File: src/rtl/stfl_pkg.sv
// ----------------------------------------------------------------------------
// Slot table free list package
// Sizes, command and status codes, and the classified request that passes
// from the front queue to the execution back end.
// ----------------------------------------------------------------------------
package stfl_pkg;

  localparam int CAPACITY = 256;
  localparam int DATA_W   = 32;
  localparam int INDEX_W  = $clog2(CAPACITY + 1);
  localparam int ADDR_W   = $clog2(CAPACITY);
  localparam int CMD_W    = 2;
  localparam int STATUS_W = 2;

  localparam logic [CMD_W-1:0] CMD_OCCUPY  = 2'd0;
  localparam logic [CMD_W-1:0] CMD_RELEASE = 2'd1;
  localparam logic [CMD_W-1:0] CMD_READ    = 2'd2;

  localparam logic [STATUS_W-1:0] ST_OK     = 2'd0;
  localparam logic [STATUS_W-1:0] ST_FULL   = 2'd1;
  localparam logic [STATUS_W-1:0] ST_RANGE  = 2'd2;
  localparam logic [STATUS_W-1:0] ST_DOUBLE = 2'd3;

  typedef struct packed {
    logic [CMD_W-1:0]   cmd;
    logic [INDEX_W-1:0] idx;
    logic               idx_in_cap;
    logic [ADDR_W-1:0]  addr;
    logic [DATA_W-1:0]  data;
  } req_t;

endpackage

File: src/rtl/stfl_front.sv
// ----------------------------------------------------------------------------
// Slot table front end
// Accepts requests, checks the index against the capacity and holds them in
// a two-entry queue for the back end.
// ----------------------------------------------------------------------------
module stfl_front (
  input  logic                         clk,
  input  logic                         rst,
  input  logic                         in_valid,
  output logic                         in_stall,
  input  logic [stfl_pkg::CMD_W-1:0]   cmd,
  input  logic [stfl_pkg::INDEX_W-1:0] slot_index,
  input  logic [stfl_pkg::DATA_W-1:0]  item_data,
  output logic                         q_valid,
  output stfl_pkg::req_t               q_req,
  input  logic                         q_pop
);
  import stfl_pkg::*;

  req_t               entries [2];
  logic               wr_ptr;
  logic               rd_ptr;
  logic [1:0]         fill;
  logic               push;
  req_t               req_in;
  logic [INDEX_W-1:0] idx_m1;

  assign idx_m1 = slot_index - INDEX_W'(1);

  always_comb begin
    req_in.cmd        = cmd;
    req_in.idx        = slot_index;
    req_in.idx_in_cap = (slot_index != '0) && (slot_index <= INDEX_W'(CAPACITY));
    req_in.addr       = idx_m1[ADDR_W-1:0];
    req_in.data       = item_data;
  end

  assign in_stall = (fill == 2'd2);
  assign push     = in_valid && !in_stall;
  assign q_valid  = (fill != 2'd0);
  assign q_req    = entries[rd_ptr];

  always_ff @(posedge clk) begin
    if (push) begin
      entries[wr_ptr] <= req_in;
    end
  end

  always_ff @(posedge clk) begin
    if (rst) begin
      wr_ptr <= 1'b0;
      rd_ptr <= 1'b0;
      fill   <= 2'd0;
    end else begin
      if (push) begin
        wr_ptr <= !wr_ptr;
      end
      if (q_pop) begin
        rd_ptr <= !rd_ptr;
      end
      if (push && !q_pop) begin
        fill <= fill + 2'd1;
      end else if (!push && q_pop) begin
        fill <= fill - 2'd1;
      end
    end
  end

endmodule

File: config.mk
export PLATFORM = sky130hd
export DESIGN_NAME = stfl_front
export DESIGN_NICKNAME = d
export VERILOG_FILES = /design/src/rtl/stfl_pkg.sv /design/src/rtl/stfl_front.sv
export SDC_FILE = /design/constraint.sdc
export NUM_CORES = 1
export LEC_CHECK = 0
export BUFFER_PORTS_ARGS = -buffer_cell sky130_fd_sc_hd__clkbuf_2
export CAP_MARGIN = 30
export CORE_ASPECT_RATIO = 1.25
export CORE_UTILIZATION = 45
export CTS_CLUSTER_DIAMETER = 50
export CTS_CLUSTER_SIZE = 30
export DETAILED_ROUTE_END_ITERATION = 8
export PLACE_DENSITY = 0.69
export SYNTH_ARGS = -nofsm -noshare
export SYNTH_HDL_FRONTEND = slang
export SYNTH_SLANG_ARGS = --single-unit
File: constraint.sdc
create_clock -name clk -period 4.52 [get_ports clk]
set_clock_uncertainty 0.05 [all_clocks]
set_input_delay 1.13 -clock clk [delete_from_list [all_inputs] [get_ports clk]]
set_output_delay 1.13 -clock clk [all_outputs]
set_load 0.02 [all_outputs]
Word-level counts from Yosys, hierarchy flattened
Memories as Yosys holds them, arrays and structs flattened. A register that Yosys moved wholly into a read port is not among the register bits.
Index checks and enable logic that the tools add are counted.
{ "totals": {"out_inout_bits": 54, "inputBits": 47, "mem_bits_rw": 104, "n_memories": 1, "regBits": 4} }
{ "op_classes": {"n_reduce_logical": 12, "n_addsub": 3, "mux": 6, "n_lt_le_gt_ge": 1, "eq_ne": 1} }
{ "memory_table": {"columns": ["memory", "words", "width", "rd", "rd_ports_with_merged_regs", "wr", "line_no", "source"], "rows": [
  ["entries", 2, 52, 1, 1, 1, "stfl_front.sv:20", "req_t entries [2];"]
]} }
{ "ops": {"columns": ["cell", "count"], "rows": [
  ["9-bit less-or-equal comparator, second input constant", 1],
  ["9-bit nonzero test", 1],
  ["8-bit by 1-bit subtractor with 8-bit output, second input constant", 1],
  ["1-bit logical NOT", 5],
  ["1-bit logical AND", 4],
  ["1-bit 2-to-1 mux", 4],
  ["2-bit 2-to-1 mux", 2],
  ["2-bit nonzero test", 2],
  ["2-bit by 1-bit adder with 2-bit output, second input constant", 1],
  ["2-bit equality test, second input constant", 1],
  ["2-bit by 1-bit subtractor with 2-bit output, second input constant", 1]
]} }

Longest topological paths before layout
{ "logic_depth": {"depth_word": 7, "mapped_depth": 6, "mapped_depth_nobuf": 6} }

Worst setup path after synthesis
Ideal clock, no wire load.
{ "synth_timing": {"kind": "input to register", "start": "in in_valid", "end": "mem entries[1][0] (netlist name) (enable)", "arrival_time_ps": 2551, "path_buffers": 0, "setup_slack_ps": 1504, "stages": 3, "t_required_ps": 4055, "setup_ps": 415, "cell_sequence": "inv_1 > nor2_1 > and2_1"} }
{ "synth_via": {"elab_chain_cells": 3} }
{ "synth_rtl": {"columns": ["element", "line_no", "source"], "rows": [
  ["start: declaration", "stfl_front.sv:9", "input logic in_valid,"],
  ["1-bit logical AND", "stfl_front.sv:39", "assign push = in_valid && !in_stall;"],
  ["1-bit 2-to-1 mux", "stfl_front.sv:44", "if (push) begin"],
  ["1-bit 2-to-1 mux (not written as such)", "stfl_front.sv:45", "entries[wr_ptr] <= req_in;"],
  ["end: declaration", "stfl_front.sv:20", null]
]} }
Every way passes these cells.

==> flow_summary_export.csv <==
group,metric,value,unit
routing,initialDrtViolationCount,93,
routing,firstDrtPassIters,5,
cts,clkTransAtPathRegs,0.09,ns
global_route,first_global_vias,2024,
logic_synthesis,avgSynthCellArea,19.7,um^2
die,rows,38,
power,p_int,1620,uW
routing,vias,2112,
worst_setup_path,cp-start-kind,"flop",
worst_setup_path,worstPathMaxFanout,33,
logic_synthesis,async_flop_share,0,
worst_setup_path,crit_type,"flop to output pin",
job,cap_viol_max_count,0,
logic_synthesis,synthFlopType,"edfxtp_1",
power,switchingPower,562,uW
timing,finalCriticalPeriod,3.36,ns
cts,post_cts_resized,0,
cts,htree_levels,3,
cts,cts_tree,"built",
die,die_h,109,um
routing,wl_per_cell,15.1,um
global_route,grt_max_degree,34,
timing,tightestPinTransition,0.825,ns
die,initial_core_util,0.470,
placed_design,numPortBuffers,100,
cts,cts_buffers,9,
timing,relSlewSlack,0.450,
cts,clock_latency,0.36,ns
final_layout,antenna-diode-count,0,
timing,tns,0,ns
hold_path,min-delay-path-class,"flop to flop",
power,seq_power_share,0.578,
final_layout,syn2layout_area_growth,20.0,%
worst_setup_path,endpoint_kind,"output pin",
timing,final_max_slew_viol_count,0,
final_layout,final_util,0.563,
outcome,status,"complete, no violations",
worst_setup_path,arrival,2.18,ns
global_route,antenna_found_initial,0,
die,core_area,8750,um^2
placed_design,gp_congestion,0.702,
placed_design,post-place-cells,426,
power,p_leak,0.00187,uW
cts,cts.sinks,109,
cts,ctsRootBufferMaster,"clkbuf_8",
power,peakVddDrop,220,uV
cts,post-cts-setup-buffer-count,0,
global_route,overflow,0,
final_layout,fin_cells,442,
logic_synthesis,syn-instance-count,209,
global_route,grt_usage,0.150,
power,swShare,0.258,
logic_synthesis,ys_warn_count,0,
final_layout,drive_gt1_frac,0.534,
logic_synthesis,synth_edf_count,104,
logic_synthesis,seq_area_frac_synth,0.785,
final_layout,fill_cells,742,
die,dieArea,9520,um^2
logic_synthesis,synth_nets,259,
placed_design,dpl.hpwl,4460,um
timing,hold_viol_final,0,
worst_setup_path,worstReg2RegStart,"fill[1]",
cts,clockBufferDepth,2,
die,ios,101,
timing,rsz0062_at_grt,"false",
final_layout,multi_input_area,828,um^2
routing,viasPerCell,4.78,
logic_synthesis,synth_cell_type_count,21,
die,die_x,87.5,um
final_layout,regArea,3220,um^2
final_layout,finalNetCount,367,
power,power_density,442,nW/um^2
timing,fin_crit_sh,0.743,
timing,finalSetupViolations,0,
power,p_clk_frac,0.248,
routing,drtAntennaViolNets,0,
worst_setup_path,cp.required,3.34,ns
power,p_comb_frac,0.174,
logic_synthesis,syn_area,4110,um^2
routing,drc,0,
timing,fmax,298,MHz
cts,hold_buffers,0,
global_route,grt_pass1_wl,10100,um
hold_path,hold_path_startpoint,"wr_ptr",
routing,finalWirelength,6690,um
logic_synthesis,yosys_register_bits,109,
[cell usage after synthesis, types with 3 or more instances]
library cell / number / share of area
inv_1: 6 / 0.0055
ha_1: 3 / 0.0091
xnor2_1: 3 / 0.0064
mux2_2: 52 / 0.14
nor2_1: 7 / 0.0064
xor2_1: 7 / 0.015
dfxtp_1: 5 / 0.024
buf_2: 4 / 0.0049
edfxtp_1: 104 / 0.76
[cells in the final DEF (no fill, tap or decap), drive strengths merged, types with 3 or more instances in the layout]
cell and count:
buf 3, nor2 7, edfxtp 104, ha 3, inv 6, clkbuf 115, dfxtp 5, mux2 52
xor2 7, xnor2 3
[flip-flops by register name (all words and copies together) (netlist names), named ones only]
name and cells:
fill 2, entries 104, wr_ptr 1, rd_ptr 1
[worst paths after layout]
kind	end	slack [ns]	cells after the start
worst max-delay path	q_req[12]	1.16	3
worst min-delay path	wr_ptr	0.44	2
worst max register to register	entries[0][51]	2.36	4
worst min register to register	wr_ptr	0.44	2
[metal layers]
layer	global-route usage	wire length, um
met5	0	0
met1	0.176	2910
met2	0.245	3340
met3	0.0401	281
met4	0.0913	157
[stage by stage]
stage | power (uW) | cell area, um^2 | worst slack, ns | hold WS (ns)
4_1_cts | 2200 | 4930 | 1.07 | 0.445
5_1_grt | 2280 | 4930 | 0.984 | 0.492
6_report | 2180 | 4930 | 1.16 | 0.441
2_1_floorplan | 1530 | 4110 | 1.50 | 0.402
3_5_place_dp | 1670 | 4750 | 1.51 | 0.432
3_3_place_gp | 1660 | 4750 | 1.51 | 0.422
[area by class of cell]
cell class / instances / area share
Clock inverter: 1 / 0.000762
Clock buffer: 15 / 0.0358
Inverter: 6 / 0.00457
Timing Repair Buffer: 103 / 0.106
Tap cell: 120 / 0.0305
Multi-Input combinational cell: 88 / 0.168
Sequential cell: 109 / 0.654
[power groups by stage]
stage	sequential (uW)	clock, uW	combinational, uW
after floorplan	1270	0	266
after global placement	1280	0	382
after detailed placement	1280	0	385
after CTS	1260	556	387
after global routing	1270	595	409
final	1260	540	380
[cell families (layout without fill, tap and decap cells)]
family | after synthesis | in the layout | synth area share
xor gates and xnor gates | 10 | 10 | 0.0213
muxes | 52 | 52 | 0.143
and+or+nand+nor | 19 | 19 | 0.0235
DFF | 109 | 109 | 0.785
buffers and inverters | 12 | 125 | 0.0140
adders and majority gates | 3 | 3 | 0.00914
AOI/OAI and AO/OA | 4 | 4 | 0.00487
[worst max-delay path: stages (launching register included)]
cell and delay (ns):
dfxtp_2 0.88, buf_4 0.40, mux2_2 0.37, clkbuf_2 0.16
Note: power is estimated with default switching activity, not from simulation.
